[config.mk]
export PLATFORM = sky130hd
export DESIGN_NAME = cmis_ctrl
export DESIGN_NICKNAME = d
export VERILOG_FILES = /design/src/cmis_pkg.sv /design/src/cmis_ctrl.sv
export SDC_FILE = /design/constraint.sdc
export NUM_CORES = 1
export LEC_CHECK = 0
export ABC_CLOCK_PERIOD_IN_PS = 2700
export BUFFER_PORTS_ARGS = -buffer_cell sky130_fd_sc_hd__buf_2
export CORE_AREA = 2 2 39 41
export DETAILED_ROUTE_END_ITERATION = 12
export DIE_AREA = 0 0 41 43
export GPL_TIMING_DRIVEN = 0
export PLACE_DENSITY = 0.75
export SETUP_SLACK_MARGIN = 0.15
export SLEW_MARGIN = 10
export SYNTH_ARGS = -nofsm -noshare
export SYNTH_HDL_FRONTEND = slang
export SYNTH_SLANG_ARGS = --single-unit
[constraint.sdc]
create_clock -name clk_i -period 2.7 [get_ports clk_i]
set_clock_uncertainty 0.2 [all_clocks]
set_input_delay 0.27 -clock clk_i [delete_from_list [all_inputs] [get_ports clk_i]]
set_output_delay 0.27 -clock clk_i [all_outputs]
set_load 0.05 [all_outputs]
[src/cmis_pkg.sv]
package cmis_pkg;

  // configuration register indexes
  localparam logic CFG_ENDPOINT_COUNT = 1'b0;
  localparam logic CFG_MAX_ALLOWED    = 1'b1;

  localparam int CFG_DW = 9;

  localparam logic [8:0] ENDPOINT_COUNT_RST = 9'd256;
  localparam logic [7:0] MAX_ALLOWED_RST    = 8'd128;

  // commands from controller to datapath
  typedef struct packed {
    logic clr_wr;    // clearing pass write, advance counter
    logic load_wr;   // store one chord
    logic run_init;  // start of a run
    logic scan_rd;   // read chord table at sweep position
    logic i_inc;     // next sweep position
    logic left_rd;   // latch left end, read best at left + 1
    logic init_wr;   // record inner best, raise best at left end
    logic pop;       // pop pending position
    logic u_ld;      // latch popped position, read its best
    logic ln_rd;     // read entries one position left
    logic ln_eval;   // propagate to left neighbor, evaluate its chord
    logic cl_eval;   // update best at chord left end
    logic fin_rd;    // read best at position zero
    logic result;    // register the result word
  } cmis_cmd_t;

  // status from datapath to controller
  typedef struct packed {
    logic clr_done;
    logic scan_done;
    logic lor_valid;
    logic stack_empty;
    logic u_zero;
    logic abort;
  } cmis_sts_t;

endpackage

[src/cmis_ctrl.sv]
module cmis_ctrl (
  input  logic                clk_i,
  input  logic                rst_ni,
  input  logic                start_i,
  input  logic                last_i,
  input  cmis_pkg::cmis_sts_t sts_i,
  output cmis_pkg::cmis_cmd_t cmd_o,
  output logic                busy_o
);
  import cmis_pkg::*;

  localparam logic [3:0] S_CLEAR  = 4'd0;
  localparam logic [3:0] S_IDLE   = 4'd1;
  localparam logic [3:0] S_SCAN   = 4'd2;
  localparam logic [3:0] S_SCAN_W = 4'd3;
  localparam logic [3:0] S_INIT_W = 4'd4;
  localparam logic [3:0] S_POP    = 4'd5;
  localparam logic [3:0] S_POP_W  = 4'd6;
  localparam logic [3:0] S_RD_U   = 4'd7;
  localparam logic [3:0] S_RD_LN  = 4'd8;
  localparam logic [3:0] S_RD_CL  = 4'd9;
  localparam logic [3:0] S_FIN    = 4'd10;
  localparam logic [3:0] S_FIN_W  = 4'd11;

  logic [3:0] state_q, state_d;

  always_comb begin
    state_d = state_q;
    cmd_o   = '0;
    case (state_q)
      S_CLEAR: begin
        cmd_o.clr_wr = 1'b1;
        if (sts_i.clr_done) state_d = S_IDLE;
      end
      S_IDLE: begin
        if (start_i) begin
          cmd_o.load_wr = 1'b1;
          if (last_i) begin
            cmd_o.run_init = 1'b1;
            state_d = S_SCAN;
          end
        end
      end
      S_SCAN: begin
        if (sts_i.scan_done) begin
          state_d = S_FIN;
        end else begin
          cmd_o.scan_rd = 1'b1;
          state_d = S_SCAN_W;
        end
      end
      S_SCAN_W: begin
        if (sts_i.lor_valid) begin
          cmd_o.left_rd = 1'b1;
          state_d = S_INIT_W;
        end else begin
          cmd_o.i_inc = 1'b1;
          state_d = S_SCAN;
        end
      end
      S_INIT_W: begin
        cmd_o.init_wr = 1'b1;
        state_d = S_POP;
      end
      S_POP: begin
        if (sts_i.stack_empty) begin
          cmd_o.i_inc = 1'b1;
          state_d = S_SCAN;
        end else begin
          cmd_o.pop = 1'b1;
          state_d = S_POP_W;
        end
      end
      S_POP_W: begin
        cmd_o.u_ld = 1'b1;
        state_d = sts_i.u_zero ? S_POP : S_RD_U;
      end
      S_RD_U: begin
        cmd_o.ln_rd = 1'b1;
        state_d = S_RD_LN;
      end
      S_RD_LN: begin
        cmd_o.ln_eval = 1'b1;
        if (sts_i.abort) state_d = S_FIN;
        else if (sts_i.lor_valid) state_d = S_RD_CL;
        else state_d = S_POP;
      end
      S_RD_CL: begin
        cmd_o.cl_eval = 1'b1;
        state_d = S_POP;
      end
      S_FIN: begin
        cmd_o.fin_rd = 1'b1;
        state_d = S_FIN_W;
      end
      S_FIN_W: begin
        cmd_o.result = 1'b1;
        state_d = S_CLEAR;
      end
      default: state_d = S_CLEAR;
    endcase
  end

  always_ff @(posedge clk_i or negedge rst_ni) begin
    if (!rst_ni) state_q <= S_CLEAR;
    else state_q <= state_d;
  end

  assign busy_o = (state_q != S_IDLE);

endmodule

# After elaboration in Yosys (flattened, before gate mapping)
# Cells that the tools add are included.
# totals
inputBits	10
elab_cells	49
ff_bits	4
output_inout_bits	15
# classes
muxes	30
n_eq_ne	15
n_reduce_logical	3
# ops
operator	n
4-bit one-hot mux with 10 select lines	1
4-bit two-way mux	6
1-bit two-way mux	17
4-bit by 3-bit equality test with 1-bit output (second input constant)	4
4-bit equality test (second input constant)	4
4-bit by 2-bit equality test with 1-bit output (second input constant)	2
2-bit two-way mux	3
3-bit two-way mux	2
2-bit inequality test (second input constant)	3
4-bit by 1-bit equality test with 1-bit output (second input constant)	1
4-bit logical NOT	1
4-bit by 1-bit inequality test with 1-bit output (second input constant)	1
3-bit AND reduction	1
1-bit one-hot mux with 2 select lines	1
2-bit OR reduction	1

# Depth between registers and ports, before layout
# Gate-level depths: netlist of run 1.
# logic_depth
depth_word	3
mapped_depth	6
depth_no_buf	4

# Worst setup path after synthesis of run 1
# Ideal clock, no wire load.
# synth_path
path_kind	flip-flop to flip-flop
startpoint	register state_q[2]
endpoint	register state_q[1]
path_stages_with_launch	4
period_less_slack_ns	2.773
setup_ns	0.216
n_path_buf	1
required_time_ns	2.284
path_slack_ns	-0.073
arrival_ns	2.356
cell_sequence	dfrtp_1 buf_2 nor4_1 a2111oi_2
# synth_between
elab_chain_len	3
elab_cells_between_ends	17
classes_between	eq/ne (13); mux (1); reduce/logical (3)
# synth_lines
item	line	source
start: declaration	cmis_ctrl.sv:25	logic [3:0] state_q, state_d;
start signal: assignment	cmis_ctrl.sv:106	else state_q <= state_d;
4-bit equality test, or another cell as far along	cmis_ctrl.sv:30	case (state_q)
2-bit OR reduction (no line) or 2-bit inequality test (tied branches)	n/a	
4-bit one-hot mux with 10 select lines or 3-bit AND reduction (tied branches)	n/a	
# Parallel ways exist; a longest one is shown, timed or not.
# A chain may end at the register's enable or synchronous reset.

==> flow_metrics.py, run 1 <==
metrics = {
    "outcome": {
        "outcome": "completed",
    },
    "job": {
        "drv_cap": 0,
    },
    "synthesis": {
        "syn_area_per_cell_um2": 7.14,
        "synth-async-reset-ratio_pct": 100,
        "synth.area.top_cells": "dfrtp_1 22%, nor2_1 9.0%, o21ai_0 6.6%",
        "ys_types": 26,
        "synth-edff-count": 0,
        "synth_area_um2": 457,
        "netlist_top_cells_count": "11 x nor2_1, 7 x nand2_1, 6 x o21ai_0",
        "synth_ff_type": "dfrtp_1",
        "ys_seq_elements": 4,
        "yosys.area.top_type_share_pct": 21.9,
        "synth.largest_area_cell": "dfrtp_1",
        "ys_seq_area_share_pct": 21.9,
        "synth_cells": 64,
        "yosysMostFrequentCell": "nor2_1",
        "synth-warning-count": 0,
        "syn_nets": 74,
    },
    "placed_design": {
        "dp_hpwl_um": 991,
        "portBuffers": 24,
        "placed_cell_area_um2": 609,
        "finalWeightedCongestion": 0.853,
    },
    "finish": {
        "final_nets": 104,
        "postLayoutCellArea_um2": 642,
        "drive_gt1_share_pct": 42.4,
        "fillers": 153,
        "n_antenna_cell": 0,
        "regMostFlops": "state_q",
        "area_growth_pct": 40.5,
        "largest_reg_flops": 4,
        "largest_registers": "state_q x4",
    },
    "clock_network": {
        "cts_resized": 0,
        "clock-sinks": 4,
        "post_cts_buffers": 0,
        "root_buffer": "clkbuf_4",
        "cts_tree": "yes",
        "cts_buffers": 3,
        "clk_pin_slew_worst_paths_ns": 0.04,
        "cts_hold_buf": 1,
        "worstSkewPairLatency_ns": 0.24,
        "htreeDepth": 1,
        "cts_buffer_depth": 2,
    },
    "routing": {
        "num_vias": 583,
        "ant_nets": 0,
        "drtPass1Iterations": 4,
        "wl_per_cell_um": 12.2,
        "post_drt_via_cell_ratio": 5.40,
        "drc": 0,
        "routed_wl_um": 1320,
        "drt_iter0_drc": 15,
    },
    "critical_path": {
        "startpoint_type": "flop",
        "worstSetupEndpointType": "primary output",
        "crit_arrival_ns": 1.52,
        "path_max_fanout": 10,
        "critical_path_class": "flop to primary output",
        "worstPathRequired_ns": 2.23,
    },
    "sta": {
        "worstMarginPinSlew_ns": 0.301,
        "setup_violations": 0,
        "layout_min_cycle_time_ns": 1.99,
        "max_slew_margin_pct": 79.8,
        "hold_ws_ns": 0.0999,
        "slew_violations": 0,
        "fmax_mhz": 503,
        "fin_crit_sh_pct": 73.7,
        "timing_hold_violations_final": 0,
        "final.setup.tns_ns": 0,
        "rsz0062_at_grt": "no",
    },
    "floorplan": {
        "row_count": 14,
        "die_x_um": 41,
        "core_area_um2": 1380,
        "die_y_um": 43,
        "ios": 25,
        "die_area_um2": 1760,
        "initial_core_util_pct": 33.0,
    },
    "grt": {
        "grt_pass1_wl_um": 2010,
        "grt_overflow": 0,
        "grt_max_degree": 11,
        "antenna_found_initial": 0,
        "grt_pass1_vias": 489,
        "grt_usage_pct": 16.1,
    },
    "worst_hold_path": {
        "hold_path.class": "primary input to flop",
    },
    "pwr": {
        "power.density_nw_per_um2": 1380,
        "p_leak_nw": 0.327,
        "peakVddDrop_mv": 0.486,
    },
}
## worst max-delay path, stage by stage (launching register included)
cell	delay, ns
dfrtp_1	0.38
buf_4	0.18
inv_1	0.11
nand2_1	0.14
nor3_1	0.18
buf_2	0.28
## path summary, 6_finish.rpt
| check | slack [ns] | startpoint | endpoint | depth (start not counted) |
|---|---|---|---|---|
| setup / recovery | 0.71 | state_q[3] | cmd_o[6] | 5 |
| hold / removal | 0.1 | sts_i[5] | state_q[1] | 3 |
| setup reg to reg | 1.17 | state_q[0] | state_q[1] | 4 |
| hold reg to reg | 0.48 | state_q[3] | state_q[0] | 3 |
| max in group asynchronous | 1.99 | rst_ni | state_q[1] | 2 |
| min in group asynchronous | 0.19 | rst_ni | state_q[2] | 2 |
## layer usage
metal  GRT usage [%]  part of all wire [%]
met1            21.4                    46
met2            24.4                    46
met3            2.09                   6.5
met4            8.00                   1.1
met5               0                     0
## metrics by stage
step	setup slack, ns	util [%]	instances	power (mW)
global placement	0.962	44.0	104	0.793
floorplan	0.299	-	64	0.669
CTS	0.710	46.4	108	0.883
finish	0.711	46.4	108	0.883
detailed placement	0.971	44.0	104	0.802
global route	0.606	46.4	108	0.946
## cell families (layout without fill, tap and decap cells)
kind of cell | Yosys count | in the layout | synth area share [%]
simple gates | 36 | 36 | 40.8
flops | 4 | 4 | 21.9
compound gates | 17 | 17 | 26.9
buf+inv | 7 | 35 | 10.4
## area by class of cell
class | count | area (µm²) | share of cell area [%]
buffer | 5 | 40.0 | 6.24
clock buffer | 3 | 22.5 | 3.51
inverter | 2 | 7.51 | 1.17
multi-input combinational | 53 | 322 | 50.1
sequential | 4 | 100 | 15.6
tap | 16 | 20.0 | 3.12
timing repair buffer | 25 | 130 | 20.3
## layout by cell type (no fill, tap or decap), types with 2 or more instances in the layout
master,instances
nor3_1,4
nor2_1,11
inv_1,2
buf_6,2
and3_1,2
nor4_2,2
nor3b_1,3
buf_2,26
a21oi_1,3
nand2_1,7
nand2b_1,3
o21ai_0,6
clkbuf_4,3
dfrtp_1,4
## where the power goes
part	leakage (nW)	switching (mW)	internal [mW]
registers	0.0510	0.0309	0.0892
logic	0.262	0.463	0.225
clock network	0.0138	0.0252	0.0498
Note: power is estimated with default switching activity, not from simulation.
==> inputs of run 2 (changes only) <==
--- a/config.mk
+++ b/config.mk
@@ -5,13 +5,13 @@
 export SDC_FILE = /design/constraint.sdc
 export NUM_CORES = 1
 export LEC_CHECK = 0
-export ABC_CLOCK_PERIOD_IN_PS = 2700
+export ABC_CLOCK_PERIOD_IN_PS = 1700
 export BUFFER_PORTS_ARGS = -buffer_cell sky130_fd_sc_hd__buf_2
 export CORE_AREA = 2 2 39 41
 export DETAILED_ROUTE_END_ITERATION = 12
 export DIE_AREA = 0 0 41 43
 export GPL_TIMING_DRIVEN = 0
-export PLACE_DENSITY = 0.75
+export PLACE_DENSITY = 0.78
 export SETUP_SLACK_MARGIN = 0.15
 export SLEW_MARGIN = 10
 export SYNTH_ARGS = -nofsm -noshare
==> constraint.sdc (replaced) <==
create_clock -name clk_i -period 1.7 [get_ports clk_i]
set_clock_uncertainty 0.2 [all_clocks]
set_input_delay 0.17 -clock clk_i [delete_from_list [all_inputs] [get_ports clk_i]]
set_output_delay 0.17 -clock clk_i [all_outputs]
set_load 0.05 [all_outputs]
==> run 2 against run 1 <==
Against the previous run:
- the flow now finishes with violations (negative setup slack)
- final cell count increased by 17%
- critical path depth decreased by 2
- critical path type unchanged
- clock power increased by 79%
- sequential share of layout area decreased by 6.3 points
- clock-buffer cell count increased by 1
==> flow_metrics.py, run 2 (synthesis results as in run 1) <==
metrics = {
    "outcome": {
        "outcome": "finished with violations",
        "violations": "negative setup slack",
    },
    "routing": {
        "wl_per_cell_um": 16.8,
        "drt_iter0_drc": 13,
        "ant_nets": 0,
        "routed_wl_um": 2110,
        "num_vias": 710,
        "post_drt_via_cell_ratio": 5.63,
        "drtPass1Iterations": 4,
        "drc": 0,
    },
    "pwr": {
        "peakVddDrop_mv": 1.37,
        "finalPower_mw": 2.37,
        "p_leak_nw": 0.490,
        "power.density_nw_per_um2": 2170,
    },
    "finish": {
        "layout_commonest_cell": "buf_4",
        "multi_input_area_um2": 505,
        "regMostFlops": "state_q",
        "n_antenna_cell": 0,
        "fillers": 88,
        "fin_cells": 126,
        "regArea_um2": 101,
        "largest_reg_flops": 4,
        "final_cell_mix": "15 x buf_4, 13 x buf_6, 12 x buf_2, 6 x nor2_4",
        "largest_registers": "state_q x4",
        "final_nets": 121,
        "area_growth_pct": 139,
        "drive_gt1_share_pct": 75.5,
    },
    "critical_path": {
        "critPathLaunch": "state_q[2]",
        "worstSetupEndpointType": "primary output",
        "crit_arrival_ns": 1.41,
        "startpoint_type": "flop",
        "critical_path_class": "flop to primary output",
        "worstPathRequired_ns": 1.33,
        "r2r-start": "state_q[3]",
        "path_max_fanout": 5,
    },
    "placed_design": {
        "dp_hpwl_um": 1000,
        "place_inst": 104,
        "finalWeightedCongestion": 0.756,
        "portBuffers": 24,
    },
    "floorplan": {
        "ios": 25,
        "core_area_um2": 1380,
        "die_area_um2": 1760,
        "die_x_um": 41,
        "initial_core_util_pct": 33.0,
        "die_y_um": 43,
        "row_count": 14,
    },
    "sta": {
        "timing_hold_violations_final": 0,
        "layout_min_cycle_time_ns": 1.78,
        "max_slew_margin_pct": 78.3,
        "hold_ws_ns": 0.0581,
        "worstMarginPinSlew_ns": 0.326,
        "slew_violations": 0,
        "setup_violations": 7,
        "rsz0062_at_grt": "yes",
        "setup_ws_ns": -0.0767,
        "fin_crit_sh_pct": 105,
        "fmax_mhz": 563,
    },
    "grt": {
        "grt_usage_pct": 22.8,
        "grt_pass1_vias": 657,
        "grt_pass1_wl_um": 2770,
        "grt_max_degree": 11,
        "antenna_found_initial": 0,
        "grt_overflow": 0,
    },
    "clock_network": {
        "cts_buffer_depth": 2,
        "root_buffer": "clkbuf_4",
        "clk_pin_slew_worst_paths_ns": 0.04,
        "cts_buffers": 3,
        "cts_tree": "yes",
        "clock-sinks": 4,
        "worstSkewPairLatency_ns": 0.24,
        "htreeDepth": 1,
    },
    "worst_hold_path": {
        "hold_path.class": "primary input to asynchronous set/reset pin",
    },
    "job": {
        "drv_cap": 0,
    },
}
run 2: changes by cell type in the layout (fill, tap and decap cells not counted), moves of 4 or more:
cell and delta:
buf_2 -14, buf_4 +14, buf_6 +11, buf_8 +4, nand2_1 -4, nand2_4 +4
nor2_1 -9, nor2_4 +6
run 2: stage by stage:
step	util [%]	area (µm²)	setup TNS [ns]	setup slack [ns]
finish	78.9	1090	-0.272	-0.0767
floorplan	-	606	-0.0268	-0.0268
global route	78.9	1090	-0.675	-0.122
detailed placement	53.9	746	0	0.0410
global placement	53.9	746	0	0.0413
CTS	70.3	973	-0.162	-0.0439
run 2: what timing repair did:
item	CTS	global route
hold endpoints to repair	4	0
buffers inserted	10	6
resized for setup	28	19
cloned	1	0
pin swaps	7	4
hold buffers	1	0
endpoints found under the setup margin	16	19
run 2: final cells by class:
| class | instances | share of cell area (%) |
|---|---|---|
| plain buffers | 5 | 5.50 |
| clock buffers | 4 | 2.41 |
| inverters | 2 | 0.916 |
| multi-input cells | 53 | 46.3 |
| flip-flops and latches | 4 | 9.28 |
| well taps | 16 | 1.83 |
| repair buffers | 42 | 33.8 |
run 2: path summary, 6_finish.rpt:
| check | end | slack, ns | cells past startpoint |
|---|---|---|---|
| max in group asynchronous | state_q[0] | 1.12 | 2 |
| min in group clk_i | state_q[1] | 0.07 | 3 |
| worst max register to register | state_q[1] | 0.03 | 6 |
| worst max-delay path | cmd_o[8] | -0.08 | 3 |
| worst min-delay path | state_q[1] | 0.06 | 2 |
| worst min register to register | state_q[0] | 0.54 | 3 |
run 2: worst max-delay path: stages (launching register included):
cell	delay (ns)
dfrtp_1	0.42
nor2_2	0.28
and3_4	0.22
buf_2	0.26
run 2: power breakdown:
group	leakage [nW]	total, mW	switching, mW	internal (mW)
clock	0.0150	0.134	0.0450	0.0885
sequential	0.0500	0.197	0.0532	0.144
combinational	0.425	2.04	1.14	0.896
total	0.490	2.37	1.24	1.13
run 2: layer usage:
| layer | GRT usage (%) | part of all wire [%] |
|---|---|---|
| met1 | 29.7 | 39 |
| met2 | 38.1 | 54 |
| met3 | 1.57 | 5.2 |
| met4 | 6.67 | 1.3 |
| met5 | 0 | 0 |
==> inputs of run 3 (changes only) <==
--- a/config.mk
+++ b/config.mk
@@ -5,13 +5,13 @@
 export SDC_FILE = /design/constraint.sdc
 export NUM_CORES = 1
 export LEC_CHECK = 0
-export ABC_CLOCK_PERIOD_IN_PS = 1700
+export ABC_CLOCK_PERIOD_IN_PS = 2300
 export BUFFER_PORTS_ARGS = -buffer_cell sky130_fd_sc_hd__buf_2
 export CORE_AREA = 2 2 39 41
 export DETAILED_ROUTE_END_ITERATION = 12
 export DIE_AREA = 0 0 41 43
 export GPL_TIMING_DRIVEN = 0
-export PLACE_DENSITY = 0.78
+export PLACE_DENSITY = 0.75
 export SETUP_SLACK_MARGIN = 0.15
 export SLEW_MARGIN = 10
 export SYNTH_ARGS = -nofsm -noshare
==> constraint.sdc (replaced) <==
create_clock -name clk_i -period 2.3 [get_ports clk_i]
set_clock_uncertainty 0.2 [all_clocks]
set_input_delay 0.23 -clock clk_i [delete_from_list [all_inputs] [get_ports clk_i]]
set_output_delay 0.23 -clock clk_i [all_outputs]
set_load 0.05 [all_outputs]
==> run 3 against run 2 <==
Against the previous run:
- the run now ends clean
- hold slack improved by 0.0056 ns
- first-iteration DRC count rose by 7.7%
- utilization fell by 31 points
- critical endpoint is now cmd_o[6]
- largest power group unchanged
==> flow_metrics.py, run 3 (synthesis results as in run 1) <==
metrics = {
    "pwr": {
        "p_leak_nw": 0.333,
        "power.density_nw_per_um2": 1590,
        "peakVddDrop_mv": 0.573,
    },
    "sta": {
        "max_slew_margin_pct": 80.4,
        "slew_violations": 0,
        "rsz0062_at_grt": "no",
        "fmax_mhz": 511,
        "final.setup.tns_ns": 0,
        "fin_crit_sh_pct": 85.2,
        "layout_min_cycle_time_ns": 1.96,
        "timing_hold_violations_final": 0,
        "setup_violations": 0,
        "worstMarginPinSlew_ns": 0.291,
    },
    "finish": {
        "final_cell_mix": "26 x buf_2, 11 x nor2_1, 7 x nand2_1, 6 x o21ai_0, 4 x dfrtp_1",
        "largest_reg_flops": 4,
        "drive_gt1_share_pct": 46.7,
        "multi_input_area_um2": 342,
        "fillers": 142,
        "final_nets": 104,
        "regArea_um2": 100,
        "regMostFlops": "state_q",
        "largest_registers": "state_q x4",
        "postLayoutCellArea_um2": 662,
        "layout_commonest_cell": "buf_2",
        "n_antenna_cell": 0,
        "area_growth_pct": 44.9,
    },
    "clock_network": {
        "clock-sinks": 4,
        "post_cts_buffers": 0,
        "cts_tree": "yes",
        "clk_pin_slew_worst_paths_ns": 0.04,
        "worstSkewPairLatency_ns": 0.24,
        "htreeDepth": 1,
        "cts_buffer_depth": 2,
        "cts_buffers": 3,
        "root_buffer": "clkbuf_4",
    },
    "routing": {
        "drtPass1Iterations": 4,
        "wl_per_cell_um": 12.0,
        "ant_nets": 0,
        "drc": 0,
        "drt_iter0_drc": 14,
        "post_drt_via_cell_ratio": 5.19,
        "routed_wl_um": 1300,
        "num_vias": 561,
    },
    "critical_path": {
        "path_max_fanout": 10,
        "critical_path_class": "flop to primary output",
        "worstSetupEndpointType": "primary output",
        "startpoint_type": "flop",
        "rrSetupSlack_ns": 0.75,
        "crit_arrival_ns": 1.53,
        "worstPathRequired_ns": 1.87,
    },
    "grt": {
        "grt_pass1_wl_um": 1970,
        "grt_pass1_vias": 426,
        "grt_usage_pct": 16.3,
        "grt_max_degree": 11,
        "grt_overflow": 0,
        "antenna_found_initial": 0,
    },
    "worst_hold_path": {
        "hold_path.class": "primary input to flop",
    },
    "floorplan": {
        "die_x_um": 41,
        "die_y_um": 43,
        "die_area_um2": 1760,
        "ios": 25,
        "row_count": 14,
        "core_area_um2": 1380,
        "initial_core_util_pct": 33.0,
    },
    "job": {
        "drv_cap": 0,
    },
    "placed_design": {
        "dp_hpwl_um": 983,
        "placed_cell_area_um2": 629,
        "finalWeightedCongestion": 0.828,
        "portBuffers": 24,
    },
    "outcome": {
        "outcome": "completed",
    },
}
run 3: cell type report:
type	count	area share, %
multi-input cells	53	51.6
inverters	2	1.13
flip-flops and latches	4	15.1
plain buffers	5	6.05
well taps	16	3.02
clock buffers	3	3.40
repair buffers	25	19.7
run 3: worst paths after layout:
path                            startpoint          to  cells past startpoint
worst max-delay path            state_q[3]    cmd_o[6]                      5
worst min-delay path              sts_i[5]  state_q[1]                      3
worst max register to register  state_q[0]  state_q[1]                      4
worst min register to register  state_q[3]  state_q[0]                      3
max in group asynchronous           rst_ni  state_q[0]                      2
min in group asynchronous           rst_ni  state_q[2]                      2
run 3: stage by stage:
| step | utilization [%] | worst slack (ns) | instances | hold WS [ns] | power (mW) |
|---|---|---|---|---|---|
| 2_1_floorplan | - | 0.151 | 64 | -0.266 | 0.804 |
| 3_3_place_gp | 45.5 | 0.623 | 104 | -0.163 | 0.949 |
| 3_5_place_dp | 45.5 | 0.611 | 104 | -0.160 | 0.958 |
| 4_1_cts | 47.8 | 0.356 | 108 | 0.0616 | 1.06 |
| 5_1_grt | 47.8 | 0.227 | 108 | 0.0682 | 1.13 |
| 6_report | 47.8 | 0.341 | 108 | 0.0637 | 1.05 |
run 3: where the power goes:
part           internal, mW  total (mW)  leakage (nW)  switching, mW
Combinational         0.269       0.821         0.268          0.552
Clock                0.0587      0.0921        0.0138         0.0334
Sequential            0.105       0.141        0.0510         0.0360
run 3: timing repair:
item | in CTS | in global routing
endpoints found under the hold margin | 4 | 0
gates resized for setup | 0 | 0
hold buffers | 1 | 0
endpoints found under the setup margin | 0 | 0
run 3: layer usage:
layer | part of all wire [%] | wire (µm) | vias up | GRT usage (%)
li1 | - | - | 282 | -
met5 | 0 | 0 | - | 0
met1 | 44 | 566 | 236 | 24.4
met3 | 11 | 143 | 4 | 3.66
met2 | 44 | 573 | 39 | 22.2
met4 | 1.3 | 17 | 0 | 6.00
run 3: worst max-delay path, cell delays in order (launching register included):
cell	delay (ns)
dfrtp_1	0.39
buf_4	0.19
inv_1	0.11
nand2_1	0.15
nor3_2	0.17
buf_2	0.28
